--- config.mk ---
export PLATFORM = sky130hd
export DESIGN_NAME = krt_ctrl
export DESIGN_NICKNAME = d
export VERILOG_FILES = /design/src/sv/keyed_record_table_macros.svh /design/src/sv/krt_pkg.sv /design/src/sv/krt_ctrl.sv
export SDC_FILE = /design/constraint.sdc
export NUM_CORES = 1
export LEC_CHECK = 0
export BUFFER_PORTS_ARGS = -buffer_cell sky130_fd_sc_hd__buf_2
export CAP_MARGIN = 20
export CORE_AREA = 5 5 132 134
export DETAILED_ROUTE_END_ITERATION = 16
export DIE_AREA = 0 0 137 139
export PLACE_DENSITY = 0.71
export REMOVE_ABC_BUFFERS = 1
export SYNTH_ARGS = -nofsm -noshare
export SYNTH_HDL_FRONTEND = slang
export SYNTH_SLANG_ARGS = --single-unit
--- constraint.sdc ---
create_clock -name clk -period 3.45 [get_ports clk]
set_input_delay 0.69 -clock clk [delete_from_list [all_inputs] [get_ports clk]]
set_output_delay 0.69 -clock clk [all_outputs]
set_load 0.01 [all_outputs]
--- src/sv/keyed_record_table_macros.svh ---
// Assertion macros for the keyed record table.
// Used by the top level; relies on clk and arst_n being in scope.
`ifndef KEYED_RECORD_TABLE_MACROS_SVH
`define KEYED_RECORD_TABLE_MACROS_SVH

// same-cycle implication, held off during reset
`define KRT_ASSERT_IMP(lbl, ante, cons) \
	lbl: assert property (@(posedge clk) disable iff (!arst_n) (ante) |-> (cons)) \
		else $error("keyed_record_table: check failed");

// next-cycle implication, held off during reset
`define KRT_ASSERT_NXT(lbl, ante, cons) \
	lbl: assert property (@(posedge clk) disable iff (!arst_n) (ante) |=> (cons)) \
		else $error("keyed_record_table: check failed");

`endif

--- src/sv/krt_pkg.sv ---
// Shared types and constants for the keyed record table.
// No dependencies; imported by the cell, the controller and the top level.
package krt_pkg;

	localparam int TABLE_DEPTH_DEF  = 64;
	localparam int ID_BITS_DEF      = 16;
	localparam int PAYLOAD_BITS_DEF = 64;
	localparam int CNT_W_DEF        = $clog2(TABLE_DEPTH_DEF + 1);

	typedef enum logic [1:0] {
		KIND_ADD  = 2'd0,
		KIND_EDIT = 2'd1,
		KIND_DEL  = 2'd2,
		KIND_FIND = 2'd3
	} kind_t;

	typedef enum logic [1:0] {
		STAT_OK        = 2'd0,
		STAT_FULL      = 2'd1,
		STAT_NOT_FOUND = 2'd2,
		STAT_EXHAUSTED = 2'd3
	} status_t;

	// what the walking token is doing as it passes a cell
	typedef enum logic [1:0] {
		MODE_SEARCH = 2'd0,
		MODE_SHIFT  = 2'd1,
		MODE_HIT    = 2'd2
	} mode_t;

	typedef struct packed {
		logic  tok;
		mode_t mode;
	} carry_t;

	typedef enum logic {
		ST_IDLE = 1'b0,
		ST_WALK = 1'b1
	} state_t;

endpackage

--- src/sv/krt_ctrl.sv ---
// Request controller: command handshake, add path, identifier counter,
// fill count and result registers. Depends on krt_pkg.
module krt_ctrl #(
	parameter int TABLE_DEPTH  = krt_pkg::TABLE_DEPTH_DEF,
	parameter int ID_BITS      = krt_pkg::ID_BITS_DEF,
	parameter int PAYLOAD_BITS = krt_pkg::PAYLOAD_BITS_DEF,
	parameter int CNT_W        = krt_pkg::CNT_W_DEF
) (
	input  logic                    clk,
	input  logic                    arst_n,
	input  logic                    start,
	output logic                    busy,
	input  logic [1:0]              kind,
	input  logic [ID_BITS-1:0]      key_id,
	input  logic [PAYLOAD_BITS-1:0] payload,
	input  krt_pkg::carry_t         tail_c,
	input  logic [PAYLOAD_BITS-1:0] tail_pay,
	output krt_pkg::carry_t         inj,
	output krt_pkg::kind_t          req_kind,
	output logic [ID_BITS-1:0]      req_key,
	output logic [PAYLOAD_BITS-1:0] req_pay,
	output logic                    add_we,
	output logic [ID_BITS-1:0]      add_id,
	output logic [CNT_W-1:0]        count,
	output logic                    done,
	output logic [1:0]              status,
	output logic [ID_BITS-1:0]      result_id,
	output logic [PAYLOAD_BITS-1:0] result_payload
);
	import krt_pkg::*;

	state_t                  state_q, state_d;
	carry_t                  inj_q;
	kind_t                   kind_in;
	kind_t                   kind_q;
	logic [ID_BITS-1:0]      key_q;
	logic [PAYLOAD_BITS-1:0] pay_q;
	logic [CNT_W-1:0]        count_q;
	logic [ID_BITS:0]        next_id_q;
	logic                    done_q;
	status_t                 status_q;
	logic [ID_BITS-1:0]      rid_q;
	logic [PAYLOAD_BITS-1:0] rpay_q;
	logic                    accept;
	logic                    full;
	logic                    exhausted;

	assign kind_in   = kind_t'(kind);
	assign full      = count_q == CNT_W'(TABLE_DEPTH);
	assign exhausted = next_id_q[ID_BITS];

	always_comb begin
		state_d = state_q;
		unique case (state_q)
			ST_IDLE: if (start && kind_in != KIND_ADD) state_d = ST_WALK;
			ST_WALK: if (tail_c.tok) state_d = ST_IDLE;
			default: state_d = ST_IDLE;
		endcase
	end

	always_comb begin
		busy = 1'b1;
		unique case (state_q)
			ST_IDLE: busy = 1'b0;
			ST_WALK: busy = 1'b1;
			default: busy = 1'b1;
		endcase
	end

	assign accept = start && !busy;
	assign add_we = accept && kind_in == KIND_ADD && !full && !exhausted;
	assign add_id = next_id_q[ID_BITS-1:0];

	always_ff @(posedge clk or negedge arst_n) begin
		if (!arst_n) begin
			state_q   <= ST_IDLE;
			inj_q     <= '{tok: 1'b0, mode: MODE_SEARCH};
			count_q   <= '0;
			next_id_q <= (ID_BITS+1)'(1);
			done_q    <= 1'b0;
		end else begin
			state_q   <= state_d;
			inj_q.tok <= accept && kind_in != KIND_ADD;
			inj_q.mode <= MODE_SEARCH;
			done_q    <= (accept && kind_in == KIND_ADD) || tail_c.tok;
			if (add_we) begin
				count_q   <= count_q + CNT_W'(1);
				next_id_q <= next_id_q + (ID_BITS+1)'(1);
			end else if (tail_c.tok && tail_c.mode != MODE_SEARCH && kind_q == KIND_DEL) begin
				count_q <= count_q - CNT_W'(1);
			end
		end
	end

	always_ff @(posedge clk) begin
		if (accept) begin
			kind_q <= kind_in;
			key_q  <= key_id;
			pay_q  <= payload;
		end
		if (accept && kind_in == KIND_ADD) begin
			rpay_q <= '0;
			if (full) begin
				status_q <= STAT_FULL;
				rid_q    <= '0;
			end else if (exhausted) begin
				status_q <= STAT_EXHAUSTED;
				rid_q    <= '0;
			end else begin
				status_q <= STAT_OK;
				rid_q    <= next_id_q[ID_BITS-1:0];
			end
		end else if (tail_c.tok) begin
			if (tail_c.mode == MODE_SEARCH) begin
				status_q <= STAT_NOT_FOUND;
				rid_q    <= '0;
				rpay_q   <= '0;
			end else if (kind_q == KIND_FIND) begin
				status_q <= STAT_OK;
				rid_q    <= key_q;
				rpay_q   <= tail_pay;
			end else begin
				status_q <= STAT_OK;
				rid_q    <= '0;
				rpay_q   <= '0;
			end
		end
	end

	assign inj            = inj_q;
	assign req_kind       = kind_q;
	assign req_key        = key_q;
	assign req_pay        = pay_q;
	assign count          = count_q;
	assign done           = done_q;
	assign status         = status_q;
	assign result_id      = rid_q;
	assign result_payload = rpay_q;

endmodule

==> qor.tcl <==
set qor(status) {finished clean}
set qor(post-layout-total-power_mw) 5.60
set qor(cts-root-to-sink-buffers) 2
set qor(post-route-util) 0.559
set qor(clk_root_buffer_cell) {clkbuf_16}
set qor(synth-main-ff-cell) {edfxtp_1}
set qor(antenna-diode-count) 0
set qor(finalSetupViolCount) 0
set qor(coreArea_sq_um) 16200
set qor(max-cap-violations) 0
set qor(timing.critical_path.from_type) {register}
set qor(critPathCaptureType) {register}
set qor(slew_viol_final) 0
set qor(layout_worst_path_cycle_share) 0.845
set qor(critical_path.top_delay_family) {compound AO/OA/AOI/OAI gates}
set qor(die_width_um) 137
set qor(grt_max_degree) 65
set qor(firstDrtPassIters) 5
set qor(worst_hold_path_type) {in -> async}
set qor(worst-endpoint-arrival_ps) 3260
set qor(critical_path.reg2reg.endpoint) {count[6]}
set qor(post-dp-hpwl_um) 13300
set qor(period_needed_ps) 2920
set qor(drc_errors) 0
set qor(area_growth_pct) 35.5
set qor(place.gp.congestion) 0.817
set qor(initial_core_utilization) 0.412
set qor(register_area_sq_um) 4960
set qor(cpPeakStageDelay_ps) 580
set qor(htreeDepth) 4
set qor(rows) 47
set qor(drtAntennaViolNets) 0
set qor(antenna_found_initial) 0
set qor(crit_path_max_fanout) 7
set qor(detail_route.wl_per_cell_um) 18.2
set qor(synth_area_leaders) {edfxtp_1 45%, dfxtp_1 19%, a22o_1 11%}
set qor(setup_repair_after_global_routing_missed_its_margin) {no}
set qor(post-place-ws_ps) 175
set qor(fin_worst_skew_ps) 7.97
set qor(synth_edf_count) 100
set qor(p_leak_nw) 4.19
set qor(tritoncts_clock_tree) {done}
set qor(io_pins) 345
set qor(async_flop_share) 0.141
set qor(register_to_register_path_depth) 9
set qor(holdWs_ps) 291
set qor(design_area_sq_um) 9030
set qor(timing.max_slew.rel_slack) 0.504
set qor(tightest_slew_ps) 743
set qor(path_buf_inv) 1
set qor(criticalPathCategory) {reg -> reg}
set qor(worstPathCellList) {or4b_4, a211oi_4, inv_1, fa_1, a211oi_1, o21bai_1, a21oi_1, mux2i_1, xnor2_1}
set qor(crit-reg2reg-launch) {state_q}
set qor(gr-total-overflow) 0
set qor(cts_setup_buffers) 0
set qor(cts.sinks) 191
set qor(fmax_mhz) 343
set qor(clk-insertion-delay-late_ps) 420
set qor(critPathRequiredTime_ps) 3790
set qor(synth-warning-count) 0
set qor(power_per_cell_area_nw_per_um2) 620
set qor(syn-cell-area_sq_um) 6670
set qor(chipHeight_um) 139
set qor(tritoncts.num_buffers) 17
set qor(netlist-cell-type-count) 38
set qor(grt_use_total) 0.180
set qor(io_buffers) 342
set qor(design.final.nets) 904
set qor(routed_wirelength_um) 17700
set qor(final.fill_count) 1339
set qor(post_synth_inst_count) 416
set qor(tns_ps) 0
set qor(layout.cells.non_filler) 977
set qor(vdd_drop_max_v) 0.000326
set qor(synth_sequential_area_ratio) 0.744
set qor(finalHoldViolCount) 0
set qor(synthesis.area_per_instance_sq_um) 16.0
set qor(drt_iter0_drc) 239
set qor(synthDominantAreaCellType) {edfxtp_1}
set qor(multi_input_area_sq_um) 1420
set qor(grt_pass1_wl_um) 26600
set qor(dpl.cell_count) 945
set qor(ffs_latches_synth) 191
set qor(post_cts.resized_instances) 0
set qor(ctsHoldBuffers) 0
set qor(post_drt_via_cell_ratio) 4.93
set qor(first_global_vias) 4953
set qor(synth_top_cell_area_share) 0.450
set qor(area_enclosed_by_the_die_boundary_sq_um) 19000
set qor(vias) 4814
set qor(timing.final.ws_setup_ps) 534
set qor(placed_cell_area_sq_um) 8430
set qor(cts.reportedPaths.clkPinSlew_ps) 70
set qor(setup.reg_to_reg.worst_slack_ps) 530
set qor(critical_path.slowest_cell) {or4b_4}
set qor(layout_cell_share_with_drive_strength_beyond_1) 0.509
worst reg2reg max path: stages, from the launching register on:
cell      delay [ps]
dfrtp_1          410
or4b_4           580
a211oi_4         190
inv_1            190
fa_1             520
a211oi_1         240
o21bai_1         120
a21oi_1          230
mux2i_1          240
xnor2_1          140
placed cells by master (no fill, tap or decap), types with 5 or more instances in the layout:
| cell type | instances |
|---|---|
| a21oi_1 | 5 |
| a22o_1 | 80 |
| and3_1 | 5 |
| buf_2 | 342 |
| clkbuf_16 | 17 |
| dfrtp_1 | 26 |
| dfxtp_1 | 64 |
| edfxtp_1 | 100 |
| ha_1 | 7 |
| inv_1 | 6 |
| nand2_1 | 18 |
| nand4_1 | 6 |
| nor2_1 | 7 |
| o21ai_0 | 7 |
| xnor2_1 | 17 |
area by class of cell:
class / count / area share
inverters: 7 / 0.00305
repair buffers: 345 / 0.193
multi-input cells: 182 / 0.157
clock inverters: 14 / 0.0190
well taps: 220 / 0.0305
flip-flops and latches: 191 / 0.549
clock buffers: 18 / 0.0475
layer usage:
layer | vias up | track usage | share of wire
met5 | - | 0 | 0
met2 | 247 | 0.303 | 0.51
met3 | 37 | 0.0562 | 0.090
met1 | 2311 | 0.212 | 0.38
met4 | 0 | 0.0720 | 0.024
li1 | 2219 | - | -
synthesized netlist by cell type, types with 6 or more instances:
library cell  instances
edfxtp_1            100
a22o_1               80
dfxtp_1              64
dfrtp_1              26
buf_4                18
nand2_1              18
xnor2_1              17
buf_6                 8
nor2_1                8
clkbuf_1              7
ha_1                  7
inv_1                 7
o21ai_0               7
nand4_1               6
registers in the layout, indices dropped and copies added (netlist names):
| register | cells |
|---|---|
| count | 7 |
| done | 1 |
| inj | 1 |
| next_id_q | 17 |
| req_key | 16 |
| req_kind | 2 |
| req_pay | 64 |
| result_id | 16 |
| result_payload | 64 |
| state_q | 1 |
| status | 2 |
where the power goes:
part	total (mW)	internal, mW	switching [mW]
Combinational	0.862	0.381	0.481
Sequential	2.76	2.61	0.149
Clock	1.97	1.10	0.877
Total	5.60	4.09	1.51
kinds of logic after synthesis:
group | share of synthesized area
AO/OA/AOI/OAI | 0.126
multiplexers | 0.00488
AND/OR/NAND/NOR | 0.0368
XOR/XNOR | 0.0276
adder cells (fa/ha/maj) | 0.0161
flip-flops | 0.744
buffers and inverters | 0.0445
other | 0.000562
how the worst max path moves through the flow:
| stage | slack, ps | start | depth (start not counted) | to |
|---|---|---|---|---|
| finish | 530 | state_q | 9 | count[6] |
| global route | 380 | count[3] | 9 | count[6] |
| CTS | 540 | state_q | 9 | count[6] |
| detailed placement | 180 | kind[1] | 10 | count[6] |
| global placement | 300 | kind[1] | 10 | count[6] |
| floorplan | -910 | start | 4 | result_id[0] |
No activity file was read; power rests on OpenSTA's default activity.
