**config.mk**
```make
export PLATFORM = sky130hd
export DESIGN_NAME = krt_cell
export DESIGN_NICKNAME = d
export VERILOG_FILES = /design/src/sv/keyed_record_table_macros.svh /design/src/sv/krt_pkg.sv /design/src/sv/krt_cell.sv
export SDC_FILE = /design/constraint.sdc
export NUM_CORES = 1
export LEC_CHECK = 0
export BUFFER_PORTS_ARGS = -buffer_cell sky130_fd_sc_hd__buf_2
export CAP_MARGIN = 10
export CORE_AREA = 2 2 179 181
export CTS_CLUSTER_DIAMETER = 120
export DETAILED_ROUTE_END_ITERATION = 16
export DIE_AREA = 0 0 181 183
export PLACE_DENSITY = 0.52
export REMOVE_ABC_BUFFERS = 1
export SLEW_MARGIN = 30
export SYNTH_ARGS = -nofsm -noshare
export SYNTH_HDL_FRONTEND = slang
export SYNTH_SLANG_ARGS = --single-unit
```
**constraint.sdc**
```tcl
create_clock -name clk -period 2.1 [get_ports clk]
set_input_delay 0 -clock clk [delete_from_list [all_inputs] [get_ports clk]]
set_output_delay 0 -clock clk [all_outputs]
set_load 0.01 [all_outputs]
```
**src/sv/keyed_record_table_macros.svh**
```systemverilog
// Assertion macros for the keyed record table.
// Used by the top level; relies on clk and arst_n being in scope.
`ifndef KEYED_RECORD_TABLE_MACROS_SVH
`define KEYED_RECORD_TABLE_MACROS_SVH

// same-cycle implication, held off during reset
`define KRT_ASSERT_IMP(lbl, ante, cons) \
	lbl: assert property (@(posedge clk) disable iff (!arst_n) (ante) |-> (cons)) \
		else $error("keyed_record_table: check failed");

// next-cycle implication, held off during reset
`define KRT_ASSERT_NXT(lbl, ante, cons) \
	lbl: assert property (@(posedge clk) disable iff (!arst_n) (ante) |=> (cons)) \
		else $error("keyed_record_table: check failed");

`endif

```
**src/sv/krt_pkg.sv**
```systemverilog
// Shared types and constants for the keyed record table.
// No dependencies; imported by the cell, the controller and the top level.
package krt_pkg;

	localparam int TABLE_DEPTH_DEF  = 64;
	localparam int ID_BITS_DEF      = 16;
	localparam int PAYLOAD_BITS_DEF = 64;
	localparam int CNT_W_DEF        = $clog2(TABLE_DEPTH_DEF + 1);

	typedef enum logic [1:0] {
		KIND_ADD  = 2'd0,
		KIND_EDIT = 2'd1,
		KIND_DEL  = 2'd2,
		KIND_FIND = 2'd3
	} kind_t;

	typedef enum logic [1:0] {
		STAT_OK        = 2'd0,
		STAT_FULL      = 2'd1,
		STAT_NOT_FOUND = 2'd2,
		STAT_EXHAUSTED = 2'd3
	} status_t;

	// what the walking token is doing as it passes a cell
	typedef enum logic [1:0] {
		MODE_SEARCH = 2'd0,
		MODE_SHIFT  = 2'd1,
		MODE_HIT    = 2'd2
	} mode_t;

	typedef struct packed {
		logic  tok;
		mode_t mode;
	} carry_t;

	typedef enum logic {
		ST_IDLE = 1'b0,
		ST_WALK = 1'b1
	} state_t;

endpackage

```
**src/sv/krt_cell.sv**
```systemverilog
// One table slot: stored identifier and payload, plus the token register
// handed to the next slot. Depends on krt_pkg.
module krt_cell #(
	parameter int IDX          = 0,
	parameter int ID_BITS      = krt_pkg::ID_BITS_DEF,
	parameter int PAYLOAD_BITS = krt_pkg::PAYLOAD_BITS_DEF,
	parameter int CNT_W        = krt_pkg::CNT_W_DEF
) (
	input  logic                    clk,
	input  logic                    arst_n,
	input  krt_pkg::carry_t         c_in,
	input  logic [PAYLOAD_BITS-1:0] cpay_in,
	output krt_pkg::carry_t         c_out,
	output logic [PAYLOAD_BITS-1:0] cpay_out,
	input  krt_pkg::kind_t          req_kind,
	input  logic [ID_BITS-1:0]      req_key,
	input  logic [PAYLOAD_BITS-1:0] req_pay,
	input  logic                    add_we,
	input  logic [ID_BITS-1:0]      add_id,
	input  logic [PAYLOAD_BITS-1:0] add_pay,
	input  logic [CNT_W-1:0]        count,
	input  logic [ID_BITS-1:0]      nb_id,
	input  logic [PAYLOAD_BITS-1:0] nb_pay,
	output logic [ID_BITS-1:0]      id_o,
	output logic [PAYLOAD_BITS-1:0] pay_o
);
	import krt_pkg::*;

	logic [ID_BITS-1:0]      id_q, id_d;
	logic [PAYLOAD_BITS-1:0] pay_q, pay_d;
	carry_t                  c_q, c_d;
	logic [PAYLOAD_BITS-1:0] cpay_q, cpay_d;
	logic                    occupied;

	assign occupied = count > CNT_W'(IDX);

	always_comb begin
		c_d    = c_in;
		cpay_d = cpay_in;
		id_d   = id_q;
		pay_d  = pay_q;
		if (add_we && count == CNT_W'(IDX)) begin
			id_d  = add_id;
			pay_d = add_pay;
		end
		if (c_in.tok) begin
			case (c_in.mode)
				MODE_SEARCH: begin
					if (occupied && id_q == req_key) begin
						case (req_kind)
							KIND_EDIT: begin
								pay_d     = req_pay;
								c_d.mode  = MODE_HIT;
							end
							KIND_DEL: begin
								id_d      = nb_id;
								pay_d     = nb_pay;
								c_d.mode  = MODE_SHIFT;
							end
							KIND_FIND: begin
								cpay_d    = pay_q;
								c_d.mode  = MODE_HIT;
							end
							default: ;
						endcase
					end
				end
				// close the gap left by a delete, one slot per cycle
				MODE_SHIFT: begin
					id_d  = nb_id;
					pay_d = nb_pay;
				end
				default: ;
			endcase
		end
	end

	always_ff @(posedge clk or negedge arst_n) begin
		if (!arst_n) begin
			c_q <= '{tok: 1'b0, mode: MODE_SEARCH};
		end else begin
			c_q <= c_d;
		end
	end

	always_ff @(posedge clk) begin
		cpay_q <= cpay_d;
		id_q   <= id_d;
		pay_q  <= pay_d;
	end

	assign c_out    = c_q;
	assign cpay_out = cpay_q;
	assign id_o     = id_q;
	assign pay_o    = pay_q;

endmodule

```
==> results.yml, run 1 <==
routing:
  vias_per_cell: 4.73
  drc_errors: 0
  drt_wl_total_um: 32100
  ant_nets: 0
  via_count: 8436
  drt_first_pass_iters: 5
  wl_per_cell_um: 18.0
  dr.first_iter.drc_count: 405
sta:
  fin_setup_tns_ns: 0
  rsz0062_at_grt: "true"
  drv_slew: 0
  setup_ws_ns: 0.0144
  maxSlewHeadroom: 0.533
  hold_violations: 0
  worst_slew_pin_slew_ns: 0.700
  fin_crit_ns: 2.09
  fmax_mhz: 479
  fin_crit_sh: 0.993
  clock-skew-final_ns: 0.00765
  setup-violations-final: 0
synthesis:
  synth.area.mux_share: 0.250
  synth_top_family_by_area: "multiplexers"
  synth-edff-count: 0
  async_flop_share: 0.0204
  ys_seq_area_frac: 0.429
  synth-seq-cells: 147
  netlist_top_cells_count: "144 x dfxtp_1, 90 x mux2_2"
  synth_most_common_cell: "dfxtp_1"
  yosys_warnings: 0
  synth-main-ff-cell: "dfxtp_1"
  synth_area_mm2: 0.00690
  yosys.area.top_type: "dfxtp_1"
  synth_compound_area_frac: 0.237
  synthAdderAreaFrac: 0.00726
  yosys.area_share.simple: 0.0218
  avgSynthCellArea_um2: 11.3
  synth_cell_types: 32
  synth-xor-area-share: 0.0203
  syn_inst: 608
  netlist_top_cells_area: "dfxtp_1 42%, mux2_2 15%, mux2i_1 9.3%"
  synth_top_area_frac: 0.418
critical_path:
  cp.arrival_ns: 2.41
  cp_slowest_cell: "mux2_2"
  path_cells: "xor2_1 > nor3_2 > nand4_1 > nor4_4 > buf_6 > buf_16 > mux2_2"
  critical_path.max_fanout: 28
  critPathLaunchType: "flip-flop"
  max_stage_delay_ns: 0.37
  cp_data_required_time_ns: 2.43
  reg2reg_slack_ns: 0.01
  end_kind: "flip-flop"
  path_class: "reg -> reg"
layout:
  stdcell_count: 1783
  final_nets: 1691
  synthToLayoutAreaGrowth_pct: 96.8
  drive_gt1_frac: 0.466
  num_antenna_cells: 0
  utilization: 0.435
die:
  rows: 65
  dieWidth_um: 181
  ios: 466
  die_h_um: 183
  die_area_mm2: 0.0331
  start_util: 0.221
  core_area_mm2: 0.0312
clock_network:
  h-tree-depth: 4
  cts_tree: "yes"
  clk_pin_slew_worst_paths_ns: 0.07
  cts_num_sinks: 147
  clockBufferDepth: 2
  clk_latency_ns: 0.44
  cts_inserted_buffers: 17
  root_buffer: "clkbuf_16"
global_routing:
  grt_pass1_vias: 8967
  grt_remaining_overflow: 0
  grt_util_all_layers: 0.185
  antenna_found_initial: 2
  grt_pass1_wl_um: 48200
  grt_max_degree: 53
power_and_ir_drop:
  power.leakage_nw: 6.49
  total_power_mw: 8.26
  powerDensity_mw_per_mm2: 608
  irDropWorstVdd_mv: 0.503
min_path:
  hold_class: "in -> reg"
job:
  max_cap_viol_count: 0
place:
  dp.cells: 1451
  gp_congestion: 0.745
  port_buffers: 465
  place_hpwl_um: 21200
  place_ws_ns: -0.268
status:
  status: "finished, final reports clean"
per-stage QoR:
| step | instance area, µm² | hold slack, ns |
|---|---|---|
| 4_1_cts | 13500 | 0.00401 |
| 2_1_floorplan | 6670 | -0.296 |
| 3_3_place_gp | 9900 | -0.200 |
| 6_report | 13600 | 0.0336 |
| 5_1_grt | 13600 | 0.0595 |
| 3_5_place_dp | 9900 | -0.202 |
where the power goes:
| group | total [mW] | leakage, nW | internal, mW | switching [mW] |
|---|---|---|---|---|
| Clock | 3.11 | 0.274 | 1.76 | 1.35 |
| Combinational | 1.97 | 4.98 | 1.16 | 0.806 |
| Sequential | 3.17 | 1.24 | 3.02 | 0.155 |
layer usage:
layer | GRT usage | vias to the layer above | share of wire
li1 | - | 3954 | -
met1 | 0.203 | 3989 | 0.39
met2 | 0.332 | 428 | 0.50
met3 | 0.0514 | 63 | 0.075
met4 | 0.0875 | 2 | 0.033
met5 | 0 | - | 0.00040
sequential cells by signal, indices dropped and copies added (netlist names):
name      count
id_o         16
c_out         3
cpay_out     64
pay_o        64
final timing paths:
| kind | cells past startpoint | to | start |
|---|---|---|---|
| min | 4 | c_out[0] | req_kind[1] |
| max reg2reg | 7 | cpay_out[39] | id_o[7] |
| max | 7 | cpay_out[39] | id_o[7] |
| min in group asynchronous | 3 | c_out[0] | arst_n |
| min reg2reg | 1 | cpay_out[9] | pay_o[9] |
| max in group asynchronous | 3 | c_out[1] | arst_n |
cells by family (layout without fill, tap and decap cells):
kind of cell / after synthesis / count (layout)
adders and majority gates: 4 / 4
and+or+nand+nor: 23 / 23
muxes: 160 / 160
xor gates and xnor gates: 16 / 16
DFF: 147 / 147
buffers and inverters: 62 / 835
AOI/OAI and AO/OA: 196 / 196
critical path: cells and delay by family, from the launching register on:
family,cells,cell delay [ns]
buf+inv,2,0.38
xor+xnor,1,0.15
simple gates,3,0.69
mux,1,0.37
flops,1,0.33
what timing repair did:
item / CTS / global route
hold buffers: 294 / 0
resized for setup: 7 / 6
pin swaps: 2 / 1
cloned: 1 / 2
setup endpoints to repair: 128 / 128
endpoints found under the hold margin: 150 / 0
setup buffers: 1 / 2
placed cells by master (no fill, tap or decap), drive strengths merged, types with 3 or more instances in the layout:
cell and count:
clkinv 4, dlygate4sd3 294, o2bb2ai 64, clkinvlp 4, dfrtp 3, nor4 6, a22oi 64, mux2 96
dfxtp 144, nor3 3, inv 7, ha 4, nand3 3, mux2i 64, clkbuf 20, a221oi 64
buf 504, xor2 15
cell type report:
class | count | area, µm²
Sequential cell | 147 | 2960
Tap cell | 402 | 503
Timing Repair Buffer | 800 | 5750
Clock inverter | 14 | 153
Multi-Input combinational cell | 399 | 3770
Clock buffer | 18 | 429
Fill cell | 2944 | 17700
Inverter | 3 | 11.3
No activity file was read; power rests on OpenSTA's default activity.
==> inputs of run 2 (changes only) <==
--- a/config.mk
+++ b/config.mk
@@ -6,11 +6,12 @@
 export NUM_CORES = 1
 export LEC_CHECK = 0
+export ABC_AREA = 1
 export BUFFER_PORTS_ARGS = -buffer_cell sky130_fd_sc_hd__buf_2
 export CAP_MARGIN = 10
-export CORE_AREA = 2 2 179 181
+export CORE_AREA = 2 2 181 183
 export CTS_CLUSTER_DIAMETER = 120
 export DETAILED_ROUTE_END_ITERATION = 16
-export DIE_AREA = 0 0 181 183
-export PLACE_DENSITY = 0.52
+export DIE_AREA = 0 0 183 185
+export PLACE_DENSITY = 0.6
 export REMOVE_ABC_BUFFERS = 1
 export SLEW_MARGIN = 30
==> constraint.sdc (replaced) <==
create_clock -name clk -period 2.1 [get_ports clk]
set_input_delay 0 -clock clk [delete_from_list [all_inputs] [get_ports clk]]
set_output_delay 0 -clock clk [all_outputs]
set_load 0.05 [all_outputs]
==> results.yml, run 2 <==
status:
  status: "finished, final reports clean"
sta:
  whs_ns: 0.0295
  hold_violations: 0
  fin_crit_sh: 0.935
  setup_ws_ns: 0.136
  setup-violations-final: 0
  fin_crit_ns: 1.96
  worst_slew_pin_slew_ns: 0.980
  fmax_mhz: 509
  clock-skew-final_ns: 0.0104
  drv_slew: 0
  fin_setup_tns_ns: 0
  maxSlewHeadroom: 0.347
critical_path:
  cp_slowest_cell: "dfxtp_1"
  critPathLaunchType: "flip-flop"
  r2r_start: "id_o[10]"
  worstRegToRegCells: 9
  cp_top_family: "simple AND/OR/NAND/NOR gates"
  crit_buf_inv: 2
  critical_path.max_fanout: 50
  max_stage_delay_ns: 0.33
  path_class: "reg -> reg"
  r2r-end: "cpay_out[10]"
  reg2reg_slack_ns: 0.14
  timing.critical_path.depth: 9
  cp-startpoint: "id_o[10]"
  end_kind: "flip-flop"
  cp.arrival_ns: 2.29
  crit_end: "cpay_out[10]"
  path_cells: "xnor2_1 > nor2b_1 > nand3_1 > nor2_2 > nand4_1 > buf_4 > buf_12 > nand2_1 > o21ai_2"
  cp_data_required_time_ns: 2.42
synthesis:
  synth_area_mm2: 0.00945
  yosys_warnings: 0
  yosys.area.top_type: "dfxtp_1"
  ys_seq_area_frac: 0.313
  syn_inst: 1508
  synth-edff-count: 0
  synth-main-ff-cell: "dfxtp_1"
  avgSynthCellArea_um2: 6.27
  synth_most_common_cell: "nand2_1"
  async_flop_share: 0.0204
  netlist_top_cells_count: "592 x nand2_1, 170 x inv_1, 144 x dfxtp_1"
  synth_top_area_frac: 0.305
  synth-seq-cells: 147
  synth_cell_types: 34
  netlist_top_cells_area: "dfxtp_1 31%, nand2_1 24%, inv_1 6.8%"
power_and_ir_drop:
  internal_power_mw: 6.42
  power_frac_clock: 0.319
  powerDensity_mw_per_mm2: 728
  irDropWorstVdd_mv: 0.525
  power.leakage_nw: 7.97
  p_switching_mw: 4.06
  p_comb_frac: 0.362
  p_sw_frac: 0.387
  power_frac_seq: 0.319
  total_power_mw: 10.5
clock_network:
  clockBufferDepth: 2
  cts_num_sinks: 147
  h-tree-depth: 4
  cts_inserted_buffers: 17
  clk_pin_slew_worst_paths_ns: 0.06
  root_buffer: "clkbuf_16"
  clk_latency_ns: 0.44
  cts_tree: "yes"
layout:
  drive_gt1_frac: 0.269
  fillers: 3275
  final_cell_mix: "592 x nand2_1, 465 x buf_2, 169 x inv_1, 164 x dlygate4sd3_1, 143 x dfxtp_1"
  mostFrequentLayoutCell: "nand2_1"
  utilization: 0.449
  fin_area_mm2: 0.0144
  final_nets: 2401
  stdcell_count: 2504
  synthToLayoutAreaGrowth_pct: 52.3
min_path:
  hold_class: "in -> reg"
  holdPathStages: 4
routing:
  drc_errors: 0
  drt_wl_total_um: 38400
  wl_met2_um: 19300
  via_count: 11900
  vias_per_cell: 4.76
  top_layer_used: "met4"
  dr.first_iter.drc_count: 638
  wl_met3_um: 2650
  ant_nets: 0
  wl_per_cell_um: 15.3
  drt_first_pass_iters: 5
  met1Wirelength_um: 15500
global_routing:
  antenna_found_initial: 4
  grt_pass1_vias: 11600
  grt_util_all_layers: 0.216
  grt_max_degree: 87
  grt_remaining_overflow: 0
  grt_pass1_wl_um: 58300
place:
  place_area_mm2: 0.0121
  port_buffers: 465
  place_hpwl_um: 26600
  gp_congestion: 0.813
  place_ws_ns: 0.117
  dp.cells: 2301
die:
  core_area_mm2: 0.0320
  start_util: 0.295
  die_h_um: 185
  rows: 66
  die_area_mm2: 0.0339
  dieWidth_um: 183
  ios: 466
job:
  max_cap_viol_count: 0
[run 2: changes by cell type in the layout (fill, tap and decap cells not counted), sizes merged, moves of 71 or more]
| cell | previous run | this run |
|---|---|---|
| nand2 | 2 | 593 |
| inv | 7 | 178 |
| o21ai | 0 | 149 |
| dlygate4sd3 | 294 | 164 |
| mux2 | 96 | 0 |
| nand3 | 3 | 84 |
| nand4 | 1 | 76 |
| or2 | 2 | 73 |
[run 2: what timing repair did]
action / in CTS / in global routing
resized for setup: 0 / 3
endpoints found under the hold margin: 148 / 0
setup endpoints to repair: 0 / 63
setup buffers: 0 / 2
hold buffers: 164 / 0
[run 2: cells by family after synthesis]
family,after synthesis,share of synthesized area
AO/OA/AOI/OAI,217,0.145
XOR/XNOR,4,0.00371
adder cells (fa/ha/maj),4,0.00530
buffers and inverters,287,0.137
flip-flops,147,0.313
multiplexers,1,0.00106
AND/OR/NAND/NOR,848,0.395
[run 2: final cells by class]
cell class / instances / area (µm²) / area share
Antenna cell: 5 / 12.5 / 0.000869
Clock buffer: 24 / 503 / 0.0349
Multi-Input combinational cell: 1074 / 5250 / 0.365
Tap cell: 408 / 510 / 0.0355
Clock inverter: 8 / 121 / 0.00843
Timing Repair Buffer: 660 / 4370 / 0.304
Inverter: 178 / 668 / 0.0464
Sequential cell: 147 / 2960 / 0.206
[run 2: worst min path at each step]
stage | startpoint | end | slack [ns]
2_1_floorplan | arst_n | c_out[0] | -0.30
3_3_place_gp | arst_n | c_out[1] | -0.21
3_5_place_dp | arst_n | c_out[0] | -0.20
4_1_cts | add_pay[45] | pay_o[45] | 0.0005
5_1_grt | add_pay[62] | pay_o[62] | 0.02
6_report | add_pay[20] | pay_o[20] | 0.03
[run 2: metal layers]
layer	global-route usage	vias to the layer above
li1	-	5943
met1	0.248	5425
met2	0.389	489
met3	0.0466	65
met4	0.0909	0
met5	0	-
[run 2: worst min-delay path, cell delays in order]
cell and delay, ns:
buf_2 0.07, o21ai_0 0.09, or2_1 0.21, nand2_1 0.06
[run 2: power groups by stage]
stage               clock, mW  sequential (mW)  combinational (mW)
detailed placement          0             3.40                3.52
floorplan                   0             4.53                1.23
finish                   3.34             3.35                3.79
global placement            0             3.40                3.48
CTS                      3.43             3.34                3.78
global route             3.53             3.38                4.11
